<file path="src/design/cbmf_pkg.sv">
package cbmf_pkg;

    // default sizes of the image store and the window
    localparam int DEF_MAX_SIDE   = 64;
    localparam int DEF_MAX_RADIUS = 7;

    // field widths
    localparam int ROW_W     = 6;
    localparam int PIX_W     = 8;
    localparam int OUT_W     = 8;
    localparam int SIDE_W    = 7;
    localparam int CRD_W     = 7;
    localparam int RAD_W     = 4;
    localparam int CFG_W     = 7;
    localparam int CFG_IDX_W = 1;
    localparam int QB_W      = 3;

    // command queue
    localparam int Q_DEPTH = 2;
    localparam int Q_PTR_W = 1;

    // register indexes
    localparam logic [CFG_IDX_W-1:0] CFG_SIDE   = 1'b0;
    localparam logic [CFG_IDX_W-1:0] CFG_RADIUS = 1'b1;

    // action codes
    localparam logic ACT_WRITE = 1'b0;
    localparam logic ACT_QUERY = 1'b1;

    typedef enum logic [1:0] {
        K_WRITE,
        K_QUERY,
        K_OUTSIDE
    } t_kind;

    // for a write, row_lo and col_lo hold the pixel position
    typedef struct packed {
        t_kind              kind;
        logic [CRD_W-1:0]   row_lo;
        logic [CRD_W-1:0]   row_hi;
        logic [CRD_W-1:0]   col_lo;
        logic [CRD_W-1:0]   col_hi;
        logic [PIX_W-1:0]   pixel;
    } t_cmd;

    typedef enum logic [2:0] {
        S_IDLE,
        S_SCAN,
        S_TAIL,
        S_DIV,
        S_OUT
    } t_state;

endpackage

</file>
<file path="src/design/cbmf_in_if.sv">
interface cbmf_in_if;
    logic                        valid;
    logic                        ready;
    logic                        action;
    logic [cbmf_pkg::ROW_W-1:0]  row;
    logic [cbmf_pkg::ROW_W-1:0]  col;
    logic [cbmf_pkg::PIX_W-1:0]  pixel;

    modport source (output valid, output action, output row, output col, output pixel,
                    input ready);
    modport sink   (input valid, input action, input row, input col, input pixel,
                    output ready);
endinterface

</file>
<file path="src/design/cbmf_front.sv">
module cbmf_front #(
    parameter int MAX_SIDE   = cbmf_pkg::DEF_MAX_SIDE,
    parameter int MAX_RADIUS = cbmf_pkg::DEF_MAX_RADIUS
) (
    input  logic                            i_clk,
    input  logic                            i_rst_n,
    cbmf_in_if.sink                         i_in,
    input  logic                            i_cfg_we,
    input  logic [cbmf_pkg::CFG_IDX_W-1:0]  i_cfg_idx,
    input  logic [cbmf_pkg::CFG_W-1:0]      i_cfg_data,
    input  logic                            i_q_ready,
    output logic                            o_push,
    output cbmf_pkg::t_cmd                  o_cmd
);
    import cbmf_pkg::*;

    logic [SIDE_W-1:0] r_side;
    logic [2:0]        r_radius;
    logic [SIDE_W-1:0] eff_side;
    logic [RAD_W-1:0]  eff_rad;
    logic [CRD_W-1:0]  row_x, col_x, row_top, col_top, side_x, rad_x;
    logic              in_image;

    always_ff @(posedge i_clk) begin
        if (!i_rst_n) begin
            r_side   <= SIDE_W'(DEF_MAX_SIDE);
            r_radius <= 3'd1;
        end else if (i_cfg_we) begin
            case (i_cfg_idx)
                CFG_SIDE:   r_side   <= i_cfg_data[SIDE_W-1:0];
                CFG_RADIUS: r_radius <= i_cfg_data[2:0];
                default:    ;
            endcase
        end
    end

    // clamp the registers to what the store and the window allow
    always_comb begin
        if (r_side == '0) begin
            eff_side = SIDE_W'(1);
        end else if (32'(r_side) > MAX_SIDE) begin
            eff_side = SIDE_W'(MAX_SIDE);
        end else begin
            eff_side = r_side;
        end
        if (32'(r_radius) > MAX_RADIUS) begin
            eff_rad = RAD_W'(MAX_RADIUS);
        end else begin
            eff_rad = RAD_W'(r_radius);
        end
    end

    assign row_x    = CRD_W'(i_in.row);
    assign col_x    = CRD_W'(i_in.col);
    assign side_x   = CRD_W'(eff_side);
    assign rad_x    = CRD_W'(eff_rad);
    assign row_top  = row_x + rad_x;
    assign col_top  = col_x + rad_x;
    assign in_image = (row_x < side_x) && (col_x < side_x);

    // clipped window bounds
    always_comb begin
        o_cmd.pixel  = i_in.pixel;
        o_cmd.row_lo = (row_x >= rad_x) ? row_x - rad_x : '0;
        o_cmd.col_lo = (col_x >= rad_x) ? col_x - rad_x : '0;
        o_cmd.row_hi = (row_top >= side_x) ? side_x - 1'b1 : row_top;
        o_cmd.col_hi = (col_top >= side_x) ? side_x - 1'b1 : col_top;
        if (i_in.action == ACT_WRITE) begin
            o_cmd.kind   = K_WRITE;
            o_cmd.row_lo = row_x;
            o_cmd.col_lo = col_x;
        end else if (in_image) begin
            o_cmd.kind = K_QUERY;
        end else begin
            o_cmd.kind = K_OUTSIDE;
        end
    end

    // writes outside the image are taken and dropped
    assign i_in.ready = i_q_ready;
    assign o_push     = i_in.valid && i_q_ready && (in_image || (i_in.action == ACT_QUERY));

endmodule

</file>
<file path="src/flat_wrapper.sv">
// flat-port wrapper written by rule: the top's interface ports become plain ports
module cbmf_front_flat import cbmf_pkg::*;
#(
    parameter int MAX_SIDE   = cbmf_pkg::DEF_MAX_SIDE,
    parameter int MAX_RADIUS = cbmf_pkg::DEF_MAX_RADIUS
)
  (i_clk, i_rst_n, i_cfg_we, i_cfg_idx, i_cfg_data, i_q_ready, o_push, o_cmd, i_in_valid, i_in_action, i_in_row, i_in_col, i_in_pixel, i_in_ready);
  cbmf_in_if i_in_i ();
  input  logic i_clk;
  input  logic i_rst_n;
  input  logic i_cfg_we;
  input  logic [cbmf_pkg::CFG_IDX_W-1:0] i_cfg_idx;
  input  logic [cbmf_pkg::CFG_W-1:0] i_cfg_data;
  input  logic i_q_ready;
  output logic o_push;
  output cbmf_pkg::t_cmd o_cmd;
  input wire logic [$bits(i_in_i.valid)-1:0] i_in_valid;
  input wire logic [$bits(i_in_i.action)-1:0] i_in_action;
  input wire logic [$bits(i_in_i.row)-1:0] i_in_row;
  input wire logic [$bits(i_in_i.col)-1:0] i_in_col;
  input wire logic [$bits(i_in_i.pixel)-1:0] i_in_pixel;
  output wire logic [$bits(i_in_i.ready)-1:0] i_in_ready;
  assign i_in_i.valid = i_in_valid;
  assign i_in_i.action = i_in_action;
  assign i_in_i.row = i_in_row;
  assign i_in_i.col = i_in_col;
  assign i_in_i.pixel = i_in_pixel;
  assign i_in_ready = i_in_i.ready;
  cbmf_front #(.MAX_SIDE(MAX_SIDE), .MAX_RADIUS(MAX_RADIUS)) u_core (.i_clk(i_clk), .i_rst_n(i_rst_n), .i_in(i_in_i), .i_cfg_we(i_cfg_we), .i_cfg_idx(i_cfg_idx), .i_cfg_data(i_cfg_data), .i_q_ready(i_q_ready), .o_push(o_push), .o_cmd(o_cmd));
endmodule
</file>
<file path="config.mk">
export PLATFORM = sky130hd
export DESIGN_NAME = cbmf_front_flat
export DESIGN_NICKNAME = d
export VERILOG_FILES = /design/src/design/cbmf_pkg.sv /design/src/design/cbmf_in_if.sv /design/src/design/cbmf_front.sv /design/src/flat_wrapper.sv
export SDC_FILE = /design/constraint.sdc
export NUM_CORES = 1
export LEC_CHECK = 0
export ABC_AREA = 0
export CAP_MARGIN = 25
export CORE_MARGIN = 3
export CORE_UTILIZATION = 35
export CTS_BUF_LIST = sky130_fd_sc_hd__clkbuf_4
export CTS_CLUSTER_SIZE = 20
export DETAILED_ROUTE_END_ITERATION = 10
export DONT_BUFFER_PORTS = 1
export GPL_TIMING_DRIVEN = 0
export PLACE_DENSITY = 0.56
export SYNTH_ARGS = -nofsm -noshare
export SYNTH_HDL_FRONTEND = slang
export SYNTH_SLANG_ARGS = --single-unit
</file>
<file path="constraint.sdc">
create_clock -name i_clk -period 3.7 [get_ports i_clk]
set_input_delay 0.37 -clock i_clk [delete_from_list [all_inputs] [get_ports i_clk]]
set_output_delay 0.37 -clock i_clk [all_outputs]
set_load 0.01 [all_outputs]
</file>
* Yosys cells after proc, flatten, opt, wreduce, memory -nomap -nowiden
Cells that the tools add are included.
** Word-level totals
- Bits in read-only memories :: 0
- Input port bits :: 34
- RAM bits :: 0
- Flip-flop bits (word level) :: 10
- Latch bits :: 0
- Memories :: 0
** Operators by class
- Multiplexer cells :: 10
- Div/mod/pow operators :: 0
- Multipliers :: 0
- Add/subtract/negate cells :: 5
- Shifts and indexed selects :: 0
- Order comparisons :: 7
- Reduce and logical (&&, ||, !) cells :: 7
- Equality and inequality tests :: 0
- Bitwise gates (word level) :: 1
** Operators with widths (count)
- two-way mux 7 bit :: 8
- adder 6 x 3 -> 7 bit :: 2
- >= comparator 7 bit :: 2
- less-than comparator 6 x 7 -> 1 bit :: 2
- subtractor 6 x 3 -> 7 bit :: 2
- >= comparator 6 x 3 -> 1 bit :: 2
- greater-than comparator 7 bit, second input constant :: 1
- zero test 7 bit :: 1
- subtractor 7 x 1 -> 7 bit, second input constant :: 1
- two-way mux 2 bit :: 2
- AND reduction 2 bit :: 2
- logical AND 1 bit :: 3
- logical OR 1 bit :: 1
- NOT 1 bit :: 1

* Longest topological paths before layout
- Word-level depth :: 7
- Depth in mapped cells :: 12
- Gate-level depth less buffers :: 12

* Worst setup path after synthesis
No wires, ideal clock.
- Path type :: input-to-output
- From :: in i_in_col[0]
- To :: out o_cmd[11] (netlist name)
- Arrival :: 2.863 ns
- Slack :: 0.467 ns
- Cell stages on the path :: 12
- Path buffers :: 0
- Path through :: ha_1 > fa_1 > nor2b_1 > o21ai_0 > xor2_1 > inv_1 > ha_1 > a21o_1 > a21oi_1 > o21ai_1 > a21oi_4 > mux2_2
** RTL lines
- start: declaration :: RTL line flat_wrapper.sv:20 : input wire logic [$bits(i_in_i.col)-1:0] i_in_col;
- end: declaration :: RTL line flat_wrapper.sv:16 : output cbmf_pkg::t_cmd o_cmd;

==> flow_summary.yaml <==
route:
  ant_nets: 0
  routed_wl_um: 5449
  via_per_inst: 5.329
  vias: 1865
  drcViolationCount: 0
  avgRoutedWirePerCell_um: 15.57
  drt_iter0_markers: 63
  first_pass_iters: 4
layout:
  layout.cells.non_filler: 350
  fillers: 598
  regArea_um2: 207.7
  syn_to_final_growth_pct: 9.988
  design_area_mm2: 0.002301
  multi_input_area_mm2: 0.001723
  post-route-util_pct: 40.79
  nNetsFinal: 355
  n_antenna_cell: 0
  layout-drive-gt1-share_pct: 14.75
worst_setup_path:
  r2r_start: "u_core.r_side[6]"
  cp_top_family: "compound AO/OA/AOI/OAI gates"
  crit_type: "reg -> out"
  start_kind: "register"
  cp_cell_sequence: "inv_1 -> ha_1 -> inv_1 -> o21a_1 -> o211ai_1 -> xor2_1 -> inv_1 -> ha_1 -> a21oi_1 -> o21ai_2 -> a21oi_4 -> buf_4 -> mux2_2"
  crit_required_ns: 3.33
  cp_max_fo: 6
  endpoint_kind: "output pin"
  critPathArrivalTime_ns: 3.19
  critPathMaxStageDelay_ns: 0.43
  crit_buf_inv: 4
  r2r_slack_ns: 2.49
  crit_slowest_cell: "dfxtp_1"
  r2r_end: "u_core.r_side[6]"
  reg2reg_depth: 3
  path_common_cell: "inv_1"
die:
  die_h_um: 83.31
  start_util_pct: 37.08
  core_area_mm2: 0.005642
  io_pins: 74
  fp.dieW_um: 83.31
  die_area_mm2: 0.006941
  rows: 27
cts:
  clock_path_buffers: 2
  clkLatencyLatePin_ns: 0.25
  cts_made_buffers: 3
  cts_tree: "built"
  root_buffer: "clkbuf_4"
  clkTransAtPathRegs_ns: 0.06
  htree_levels: 1
  cts.sinks: 10
  cts.hold.buffers_added: 0
timing:
  period_share_pct: 96.12
  max_freq_mhz: 281.2
  setup_viol_count_final: 0
  fin_ws_ns: 0.1437
  slew_headroom_pct: 64.08
  setup_tns_ns: 0
  hold_violations: 0
  slew_viol_final: 0
  worst_pin_slew_ns: 0.5339
  hold_slack_ns: 0.2660
  finalClockSkew_ns: 0
  post-route-min-period_ns: 3.556
grt:
  track_usage_pct: 14.77
  grt_pass1_vias: 1736
  grt_pass1_wl_um: 8535
  antenna_found_initial: 0
  grt_max_degree: 12
  overflow: 0
pwr:
  p_total_uw: 482.5
  p_leak_nw: 1.065
  cellPowerDensity_mw_per_mm2: 209.7
  vdd_drop_max_mv: 0.1567
synthesis:
  yosys_warnings: 0
  ys_types: 48
  synthesis.area_mm2: 0.002092
  avgSynthCellArea_um2: 7.777
  ys_seq_area_share_pct: 9.569
  synth_fp_nets: 344
  async_flop_share_pct: 0
  ys_ff_latch: 10
  synth_edf_count: 0
  synth_ff_type: "dfxtp_1"
  synthCells: 269
placement:
  pre_cts_slack_ns: 0.1890
  gp_congestion: 0.7966
  dp_cells: 341
  place_area_mm2: 0.002182
  portBuffers: 0
  dp_hpwl_um: 4547
worst_hold_path:
  whs_endpoint: "u_core.r_side[1]"
  hold_depth: 2
  hold_class: "in -> reg"
  min_from: "i_cfg_data[1]"
outcome:
  status: "finished clean"
flow_run:
  cap_violations: 0
-- power breakdown --
part / switching (mW) / internal (mW)
clock network: 0.0305 / 0.0372
logic: 0.166 / 0.126
registers: 0.00936 / 0.113
total: 0.206 / 0.276
-- worst max-delay path by stage --
stage / slack [ns] / cells past startpoint / from / to
2_1_floorplan: 0.47 / 12 / i_in_col[0] / o_cmd[11]
3_3_place_gp: 0.21 / 12 / u_core.r_radius[1] / o_cmd[25]
3_5_place_dp: 0.19 / 12 / u_core.r_radius[0] / o_cmd[10]
4_1_cts: 0.02 / 13 / u_core.r_radius[0] / o_cmd[11]
5_1_grt: -0.003 / 13 / u_core.r_radius[0] / o_cmd[25]
6_report: 0.14 / 13 / u_core.r_radius[2] / o_cmd[25]
-- cells by family (layout without fill, tap and decap cells) --
group | count (synthesis) | in the layout | share of synthesized area, %
buffers and inverters | 44 | 53 | 9.569
flip-flops | 10 | 10 | 9.569
adder cells (fa/ha/maj) | 41 | 41 | 25.96
XOR/XNOR | 12 | 12 | 5.024
multiplexers | 15 | 15 | 7.357
AO/OA/AOI/OAI | 65 | 65 | 22.01
AND/OR/NAND/NOR | 82 | 82 | 20.52
-- sequential cells by signal (all words and copies together) (netlist names) --
register	count
u_core.r_radius	3
u_core.r_side	7
-- layout make-up --
class / instances / share of cell area, %
repair buffers: 6 / 2.501
inverters: 25 / 4.078
well taps: 72 / 3.915
plain buffers: 19 / 4.622
multi-input cells: 215 / 74.88
flip-flops and latches: 10 / 9.027
clock buffers: 3 / 0.9788
-- synthesized netlist by cell type, types with 6 or more instances --
library cell | number | share of area [%]
nor2_1 | 9 | 1.6
inv_1 | 25 | 4.5
nand2_1 | 29 | 5.2
xor2_1 | 8 | 3.3
a21boi_0 | 8 | 2.9
buf_4 | 9 | 3.2
nand3_1 | 9 | 2.2
nand2b_1 | 6 | 1.8
ha_1 | 37 | 22
o21ai_1 | 6 | 1.4
a21o_1 | 10 | 3.6
a21oi_1 | 8 | 1.9
o21ai_0 | 8 | 1.9
clkbuf_1 | 8 | 1.4
nor2b_1 | 8 | 2.4
mux2i_1 | 12 | 5.7
dfxtp_1 | 10 | 9.6
-- worst register-to-register path, stage by stage, from the launching register on --
cell      delay [ns]
dfxtp_1         0.35
inv_1           0.16
clkbuf_1        0.40
o211ai_1        0.16
-- cells in the final DEF (no fill, tap or decap), types with 9 or more instances in the layout --
cell type | Yosys | layout
a21o_1 | 10 | 10
nand2_1 | 29 | 29
nor2_1 | 9 | 9
inv_1 | 25 | 25
ha_1 | 37 | 36
buf_4 | 9 | 14
nand3_1 | 9 | 9
-- layer usage --
| layer | GRT usage (%) | wire length [um] | vias up |
|---|---|---|---|
| met5 | 0 | 0 | - |
| met4 | 2.675 | 17 | 0 |
| met3 | 2.778 | 387 | 2 |
| met2 | 24.78 | 2530 | 55 |
| met1 | 19.77 | 2514 | 838 |
| li1 | - | - | 970 |
-- timing repair --
item                       CTS  global route
setup endpoints to repair   14            14
pin swaps                    2             2
gates resized for setup      2            13
setup buffers                5             1
hold endpoints to repair     0             0
Power figures use the tool's default switching activity.
