<file path="src/design/cbmf_pkg.sv">
package cbmf_pkg;

    // default sizes of the image store and the window
    localparam int DEF_MAX_SIDE   = 64;
    localparam int DEF_MAX_RADIUS = 7;

    // field widths
    localparam int ROW_W     = 6;
    localparam int PIX_W     = 8;
    localparam int OUT_W     = 8;
    localparam int SIDE_W    = 7;
    localparam int CRD_W     = 7;
    localparam int RAD_W     = 4;
    localparam int CFG_W     = 7;
    localparam int CFG_IDX_W = 1;
    localparam int QB_W      = 3;

    // command queue
    localparam int Q_DEPTH = 2;
    localparam int Q_PTR_W = 1;

    // register indexes
    localparam logic [CFG_IDX_W-1:0] CFG_SIDE   = 1'b0;
    localparam logic [CFG_IDX_W-1:0] CFG_RADIUS = 1'b1;

    // action codes
    localparam logic ACT_WRITE = 1'b0;
    localparam logic ACT_QUERY = 1'b1;

    typedef enum logic [1:0] {
        K_WRITE,
        K_QUERY,
        K_OUTSIDE
    } t_kind;

    // for a write, row_lo and col_lo hold the pixel position
    typedef struct packed {
        t_kind              kind;
        logic [CRD_W-1:0]   row_lo;
        logic [CRD_W-1:0]   row_hi;
        logic [CRD_W-1:0]   col_lo;
        logic [CRD_W-1:0]   col_hi;
        logic [PIX_W-1:0]   pixel;
    } t_cmd;

    typedef enum logic [2:0] {
        S_IDLE,
        S_SCAN,
        S_TAIL,
        S_DIV,
        S_OUT
    } t_state;

endpackage

</file>
<file path="src/design/cbmf_queue.sv">
module cbmf_queue (
    input  logic            i_clk,
    input  logic            i_rst_n,
    input  logic            i_push,
    input  cbmf_pkg::t_cmd  i_cmd,
    output logic            o_ready,
    output logic            o_valid,
    output cbmf_pkg::t_cmd  o_cmd,
    input  logic            i_pop
);
    import cbmf_pkg::*;

    t_cmd               r_mem [Q_DEPTH];
    logic [Q_PTR_W-1:0] r_wp, r_rp;
    logic [Q_PTR_W:0]   r_cnt;
    logic               do_push, do_pop;

    assign o_ready = (r_cnt != (Q_PTR_W+1)'(Q_DEPTH));
    assign o_valid = (r_cnt != '0);
    assign o_cmd   = r_mem[r_rp];
    assign do_push = i_push && o_ready;
    assign do_pop  = i_pop && o_valid;

    always_ff @(posedge i_clk) begin
        if (do_push) begin
            r_mem[r_wp] <= i_cmd;
        end
    end

    always_ff @(posedge i_clk) begin
        if (!i_rst_n) begin
            r_wp  <= '0;
            r_rp  <= '0;
            r_cnt <= '0;
        end else begin
            if (do_push) begin
                r_wp <= r_wp + 1'b1;
            end
            if (do_pop) begin
                r_rp <= r_rp + 1'b1;
            end
            case ({do_push, do_pop})
                2'b10:   r_cnt <= r_cnt + 1'b1;
                2'b01:   r_cnt <= r_cnt - 1'b1;
                default: ;
            endcase
        end
    end

endmodule

</file>
<file path="config.mk">
export PLATFORM = sky130hd
export DESIGN_NAME = cbmf_queue
export DESIGN_NICKNAME = d
export VERILOG_FILES = /design/src/design/cbmf_pkg.sv /design/src/design/cbmf_queue.sv
export SDC_FILE = /design/constraint.sdc
export NUM_CORES = 1
export LEC_CHECK = 0
export BUFFER_PORTS_ARGS = -buffer_cell sky130_fd_sc_hd__buf_2
export CORE_ASPECT_RATIO = 1.1
export CORE_MARGIN = 2
export CORE_UTILIZATION = 55
export CTS_CLUSTER_SIZE = 24
export DETAILED_ROUTE_END_ITERATION = 6
export PLACE_DENSITY_LB_ADDON = 0.3
export SYNTH_ARGS = -nofsm -noshare
export SYNTH_HDL_FRONTEND = slang
export SYNTH_SLANG_ARGS = --single-unit
</file>
<file path="constraint.sdc">
create_clock -name i_clk -period 4.25 [get_ports i_clk]
set_clock_uncertainty 0.2 [all_clocks]
set_input_delay 0.425 -clock i_clk [delete_from_list [all_inputs] [get_ports i_clk]]
set_output_delay 0.425 -clock i_clk [all_outputs]
set_load 0.02 [all_outputs]
</file>
# Word level (Yosys, flattened, before mapping)
# Memory sizes are Yosys's and may differ from the RTL's. A register that Yosys moved wholly into a read port is not among the register bits.
# Cells that the tools add are included.
# word_totals
regBits	4
latch_bits	0
mem_bits_rw	76
mem_bits_ro	0
wordCells	20
mem_count	1
# memory_table
memory	depth	word_bits	read_ports	rd_ports_with_merged_regs	wr	line_no	text
r_mem	2	38	1	1	1	cbmf_queue.sv:13	t_cmd r_mem [Q_DEPTH];
# op_classes
n_addsub	4
mul	0
div_mod_pow	0
order_cmp	0
n_eq_ne	3
n_shift	0
muxes	5
n_bitwise	0
n_reduce_logical	4
# op_table
op	count
$mux W1	4
$pmux W2 S2	1
$reduce_bool A2 Y1	2
$add A1 B1 Y1 const B	2
$add A2 B1 Y2 const B	1
$eq A2 B1 Y1 const B	1
$eq A2 B2 Y1 const B	1
$logic_and A1 B1 Y1	2
$ne A2 B2 Y1 const B	1
$sub A2 B1 Y2 const B	1

# Logic depth before layout (Yosys ltp)
# Gate-level depths: netlist (run 1).
# logic_depth
word_depth	4
depth_mapped	6

# Least setup slack after synthesis (run 1)
# OpenSTA, ideal clock, no wires.
# synth_path
path_type	reg-to-reg
startpoint	reg r_cnt[0]
endpoint	mem r_mem[1][0] in the netlist's numbering, enable pin
t_arrival_ns	1.712
t_required_ns	3.651
slack_ns	1.939
path_stages_with_launch	3
n_path_buf	0
path_cell_list	dfxtp_1 -> nand2b_1 -> and3_1
# synth_between
elab_chain_len	4
# synth_rtl
element	line_no	text
start, declared	cbmf_queue.sv:15	logic [Q_PTR_W:0] r_cnt;
start signal, assigned	cbmf_queue.sv:43	2'b10: r_cnt <= r_cnt + 1'b1;
start signal, assigned	cbmf_queue.sv:44	2'b01: r_cnt <= r_cnt - 1'b1;
$ne A2 B2 Y1	cbmf_queue.sv:18	assign o_ready = (r_cnt != (Q_PTR_W+1)'(Q_DEPTH));
net o_ready	cbmf_queue.sv:6	output logic o_ready,
$logic_and A1 B1 Y1	cbmf_queue.sv:21	assign do_push = i_push && o_ready;
$mux W1	cbmf_queue.sv:25	if (do_push) begin
$mux W1 (not written as such)	cbmf_queue.sv:26	r_mem[r_wp] <= i_cmd;
end, declared	cbmf_queue.sv:13	
# The timed path passes the listed nets, and every way through them passes these cells.

==> results of run 1 <==
==> state kept, by name, summed over array words and instances (netlist names), named ones only <==
register,flops
r_cnt,2
r_mem,76
r_wp,1
r_rp,1
==> through the flow <==
step | setup slack, ns | power (mW) | hold WS [ns]
floorplan | 1.939 | 1.550 | 0.2787
global placement | 2.101 | 1.738 | 0.2999
detailed placement | 2.089 | 1.752 | 0.3401
CTS | 1.712 | 2.278 | 0.05166
global route | 1.632 | 2.368 | 0.04767
finish | 1.770 | 2.251 | 0.06812
==> routing by layer <==
layer  global-route usage  wire length (um)  share of wire  up-vias
li1                     -                 -              -      734
met1               0.2057              1908           0.40      743
met2               0.2723              2566           0.53       39
met3              0.06203               260          0.054        5
met4              0.08182                65          0.014        0
met5                    0                 0              0        -
==> power by group <==
part / leakage (nW) / switching, mW / internal, mW
combinational: 0.517 / 0.351 / 0.279
sequential: 0.753 / 0.0866 / 1.01
clock: 0.0894 / 0.257 / 0.268
total: 1.36 / 0.694 / 1.56
==> cells in the final DEF (no fill, tap or decap), types with 2 or more instances in the layout <==
master / Yosys / layout
buf_2: 3 / 81
edfxtp_1: 76 / 76
mux2_2: 38 / 38
clkbuf_8: 0 / 9
dfxtp_1: 5 / 4
xnor2_1: 3 / 3
clkinv_1: 0 / 3
nor2b_1: 2 / 2
==> final timing paths <==
check | cells after the start | start | end | slack, ns
setup / recovery | 2 | register | o_cmd[10] | 1.77
setup reg to reg | 2 | r_cnt[0] | r_mem[1][22] | 2.23
hold / removal | 1 | i_cmd[14] | r_mem[0][14] | 0.07
hold reg to reg | 2 | r_wp | r_wp | 0.37
==> layout make-up <==
class	count	share of cell area
Inverter	1	0.001031
Sequential cell	81	0.6549
Clock buffer	10	0.03506
Timing Repair Buffer	82	0.1134
Multi-Input combinational cell	56	0.1540
Tap cell	75	0.02578
Clock inverter	6	0.01581
==> logic make-up (layout without fill, tap and decap cells) <==
group	after synthesis	in the layout	synth area share
compound gates	5	5	0.01265
xor+xnor	3	3	0.008855
fa+ha+maj	1	1	0.004215
buf+inv	5	99	0.008852
flops	81	81	0.8027
mux	38	38	0.1442
simple gates	9	9	0.01856
==> impl_metrics.ini, run 1 <==
[run_status]
status = complete, no violations

[detailed_routing]
avgRoutedWirePerCell_um = 15.44
drt-total-wl_mm = 4.801
drt-initial-drc-count = 96
vias_per_cell = 4.891
ant_nets = 0
vias = 1521
drtPass1Iterations = 4
drcViolationCount = 0

[floorplanning]
die_x_um = 74.04
core_um2 = 5290
num_rows = 28
dieArea_um2 = 6001
start_util = 0.5610
die_h_um = 81.05
ioPinCount = 82

[cells_and_area]
regArea_um2 = 2384
drive_above_1_share = 0.5763
fill_cells = 375
nets = 274
final_core_util = 0.6880
multi_input_area_um2 = 560.5
stdcell_count = 311
final_area_um2 = 3640
antenna_cells = 0
areaGrowthSynthToFinish_pct = 22.64

[sta]
period_share = 0.5834
period_needed_ns = 2.480
setup_viol = 0
rsz0062_at_grt = no
slew_headroom = 0.4029
clock.fmax_mhz = 403.3
drv_slew = 0
fin_tns_setup_ns = 0
hold_viol = 0
tightest_slew_ns = 0.8957

[placement]
portBuffers = 81
dp_hpwl_mm = 3.001
placed_cells = 295
gp_congestion = 0.6924
placed_area_um2 = 3455

[clock_network]
clock_path_buffers = 2
cts_setup_buffers = 0
clkTransAtPathRegs_ns = 0.08
ctsHoldBuffers = 0
cts_resized = 0
htreeDepth = 3
clock_latency_ns = 0.34
cts_root_buffer = clkbuf_8
cts_tree = built
clock_sinks = 81
numCtsBuffers = 9

[worst_hold_path]
holdCritPathClass = in2reg

[global_route]
track_usage = 0.1706
grt_max_degree = 39
antenna_found_initial = 0
grt_pass1_vias = 1486
grt_pass1_wl_mm = 7.127
grt-ovfl-total = 0

[setup_path]
criticalPathCategory = reg2out
endpoint_kind = primary output
crit_family = flip-flops
critPathBufInv = 1
slowest_delay_ns = 0.91
worst_ep_arrival_time_ns = 1.85
cp.required_ns = 3.62
cp_cell_sequence = mux2_2 -> buf_2
worstPathMaxFanout = 38
crit_path_top_delay_cell = dfxtp_2
startpoint_type = register

[synthesis]
synth-edff-count = 76
avgSynthCellArea_um2 = 20.90
synth_top_area_cell = edfxtp_1
yosysUniqueCellTypes = 21
synth_ff_type = edfxtp_1
syn_inst = 142
synth.most_common_cell = edfxtp_1
ys_top_cells_by_count = 76 x edfxtp_1, 38 x mux2_2, 5 x dfxtp_1
yosys.area.top_type_share = 0.7690
synthArstFlopShare = 0
syn_nets = 185
ys_ff_latch = 81
synth_area_leaders = edfxtp_1 77%, mux2_2 14%, dfxtp_1 3.4%
yosys_warnings = 0
yosysSeqAreaShare = 0.8027
netlist_area_um2 = 2968

[power_and_ir_drop]
powerDensity_nw_per_um2 = 618.6
leakage_nw = 1.359
vdd_drop_max_mv = 0.3710

[flow_run]
drv_cap = 0
(Power assumes the default switching activity.)
==> run 2: changes to the inputs <==
--- a/config.mk
+++ b/config.mk
@@ -5,10 +5,11 @@
 export SDC_FILE = /design/constraint.sdc
 export NUM_CORES = 1
 export LEC_CHECK = 0
+export ABC_AREA = 1
 export BUFFER_PORTS_ARGS = -buffer_cell sky130_fd_sc_hd__buf_2
 export CORE_ASPECT_RATIO = 1.1
 export CORE_MARGIN = 2
-export CORE_UTILIZATION = 55
+export CORE_UTILIZATION = 52
 export CTS_CLUSTER_SIZE = 24
 export DETAILED_ROUTE_END_ITERATION = 6
 export PLACE_DENSITY_LB_ADDON = 0.3
==> constraint.sdc (replaced) <==
create_clock -name i_clk -period 2.3 [get_ports i_clk]
set_clock_uncertainty 0.2 [all_clocks]
set_input_delay 0.23 -clock i_clk [delete_from_list [all_inputs] [get_ports i_clk]]
set_output_delay 0.23 -clock i_clk [all_outputs]
set_load 0.02 [all_outputs]
==> run 2 against run 1 <==
  * Cell area increased by 15%
  * Synthesized cell count rose by 8.5%
  * Final cell count is 19% higher
  * Utilization increased by 4.2 points
  * Die area up 8.6%
==> impl_metrics.ini, run 2 <==
[cells_and_area]
final_core_util = 0.7296
drive_above_1_share = 0.4881
final_common_cell = buf_2
final_area_um2 = 4183
largestRegisters = r_mem (76), r_cnt (2)
top_register = r_mem
largest_reg_flops = 76
antenna_cells = 0
final_cell_mix = 81 x buf_2, 76 x edfxtp_1, 40 x dlygate4sd3_1, 20 x mux2_4, 18 x mux2_2
areaGrowthSynthToFinish_pct = 36.62
nets = 331

[synthesis]
yosysSeqAreaShare = 0.7781
yosys_warnings = 0
yosys.area.top_type_share = 0.7454
synth_area_leaders = edfxtp_1 75%, mux2_4 9.8%, mux2_2 6.6%
netlist_area_um2 = 3062
synth.most_common_cell = edfxtp_1
ys_top_cells_by_count = 76 x edfxtp_1, 20 x mux2_4, 18 x mux2_2
synth-edff-count = 76
synthArstFlopShare = 0
ys_ff_latch = 81
yosysUniqueCellTypes = 17
avgSynthCellArea_um2 = 19.88
syn_inst = 154
synth_ff_type = edfxtp_1
synth_top_area_cell = edfxtp_1
syn_nets = 197

[power_and_ir_drop]
p_comb_frac = 0.250
vdd_drop_max_mv = 0.5035
seqPwrFrac = 0.495
p_int_mw = 2.737
power_frac_clock = 0.255
leakage_nw = 1.651
power_mw = 3.798
p_sw_mw = 1.060
powerDensity_nw_per_um2 = 907.9
p_sw_frac = 0.2792

[global_route]
grt_pass1_vias = 1824
grt_pass1_wl_mm = 8.259
antenna_found_initial = 0
grt-ovfl-total = 0
track_usage = 0.1725
grt_max_degree = 21

[floorplanning]
dieArea_um2 = 6518
die_x_um = 77.16
core_um2 = 5733
ioPinCount = 82
num_rows = 29
start_util = 0.5340
die_h_um = 84.48

[setup_path]
reg2reg_slack_ns = 0.61
endpoint_kind = primary output
worst_ep_arrival_time_ns = 1.75
worstPathMaxFanout = 15
cp.required_ns = 1.87
slowest_delay_ns = 0.59
criticalPathCategory = reg2out
crit_family = flip-flops
cp_cell_sequence = buf_4 -> mux2_2 -> buf_2
startpoint_type = register
crit_path_top_delay_cell = dfxtp_2
critPathBufInv = 2

[detailed_routing]
vias = 1735
drtPass1Iterations = 4
vias_per_cell = 4.689
drt-total-wl_mm = 5.323
drt-initial-drc-count = 71
avgRoutedWirePerCell_um = 14.39
drcViolationCount = 0
ant_nets = 0

[clock_network]
clkTransAtPathRegs_ns = 0.07
numCtsBuffers = 9
cts_root_buffer = clkbuf_8
clock_sinks = 81
clock_path_buffers = 2
clock_latency_ns = 0.34
cts_tree = built
cts_resized = 0
htreeDepth = 3

[flow_run]
drv_cap = 0

[sta]
clock.fmax_mhz = 459.2
hold_viol = 0
slew_headroom = 0.7205
rsz0062_at_grt = no
tightest_slew_ns = 0.4192
drv_slew = 0
period_needed_ns = 2.178
fin_tns_setup_ns = 0
period_share = 0.9467
timing.hold.ws_ns = 0.1819
setup_viol = 0

[placement]
dp_hpwl_mm = 3.358
gp_congestion = 0.7251
placed_area_um2 = 3596
portBuffers = 81

[worst_hold_path]
holdCritPathClass = in2reg

[run_status]
status = complete, no violations
run 2: cell count changes in the layout (fill, tap and decap cells not counted), sizes merged, moves of 2 or more:
cell and change:
a21boi -2, buf +5, dlygate4sd3 +40, inv +3
nand2 +9, nor2 +10, nor2b -2, xnor2 -3
run 2: power groups by stage:
| stage | logic, mW | clock network (mW) | registers, mW |
|---|---|---|---|
| 5_1_grt | 1.02 | 1.05 | 1.90 |
| 3_3_place_gp | 0.892 | 0 | 1.91 |
| 3_5_place_dp | 0.907 | 0 | 1.92 |
| 4_1_cts | 0.962 | 0.997 | 1.88 |
| 6_report | 0.950 | 0.968 | 1.88 |
| 2_1_floorplan | 0.664 | 0 | 1.88 |
run 2: final timing paths:
check,startpoint,end,cells past startpoint
max reg2reg,r_cnt[0],r_cnt[1],9
max,register,o_cmd[27],3
min,i_push,r_wp,5
min reg2reg,r_rp,register,2
run 2: cells by family after synthesis:
group,Yosys count,share of synthesized area
flops,81,0.7781
simple gates,22,0.02902
compound gates,3,0.005719
fa+ha+maj,1,0.004086
mux,38,0.1643
buf+inv,9,0.01879
run 2: stage by stage:
| step | instances | setup WS, ns |
|---|---|---|
| final | 370 | 0.1225 |
| after global placement | 314 | 0.4876 |
| after floorplan | 154 | -0.09485 |
| after global routing | 370 | 0.01437 |
| after CTS | 370 | 0.06819 |
| after detailed placement | 314 | 0.4498 |
run 2: worst reg2reg max path, cell delays in order, from the launching register on:
cell and delay (ns):
dfxtp_1 0.39, inv_2 0.08, nand2_1 0.07, nand2_1 0.17
ha_1 0.38, inv_1 0.08, nand2_1 0.05, nor2_1 0.08
nor2_1 0.05, nor2_1 0.09
run 2: area by class of cell:
cell class | count | area, um^2
flip-flops and latches | 81 | 2384
fillers | 413 | 1550
repair buffers | 127 | 863.3
multi-input cells | 64 | 634.4
clock buffers | 10 | 127.6
well taps | 77 | 96.34
clock inverters | 6 | 58.81
inverters | 5 | 18.77
run 2: metal layers:
layer / GRT usage / vias up / wire (um)
li1: - / 848 / -
met1: 0.1913 / 824 / 2104
met2: 0.2957 / 52 / 2868
met3: 0.05376 / 11 / 239
met4: 0.09416 / 0 / 111
met5: 0 / - / 0
run 2: what timing repair did:
item,CTS,global route
buffers inserted,0,0
hold endpoints to repair,81,0
hold buffers,40,0
endpoints found under the setup margin,0,0
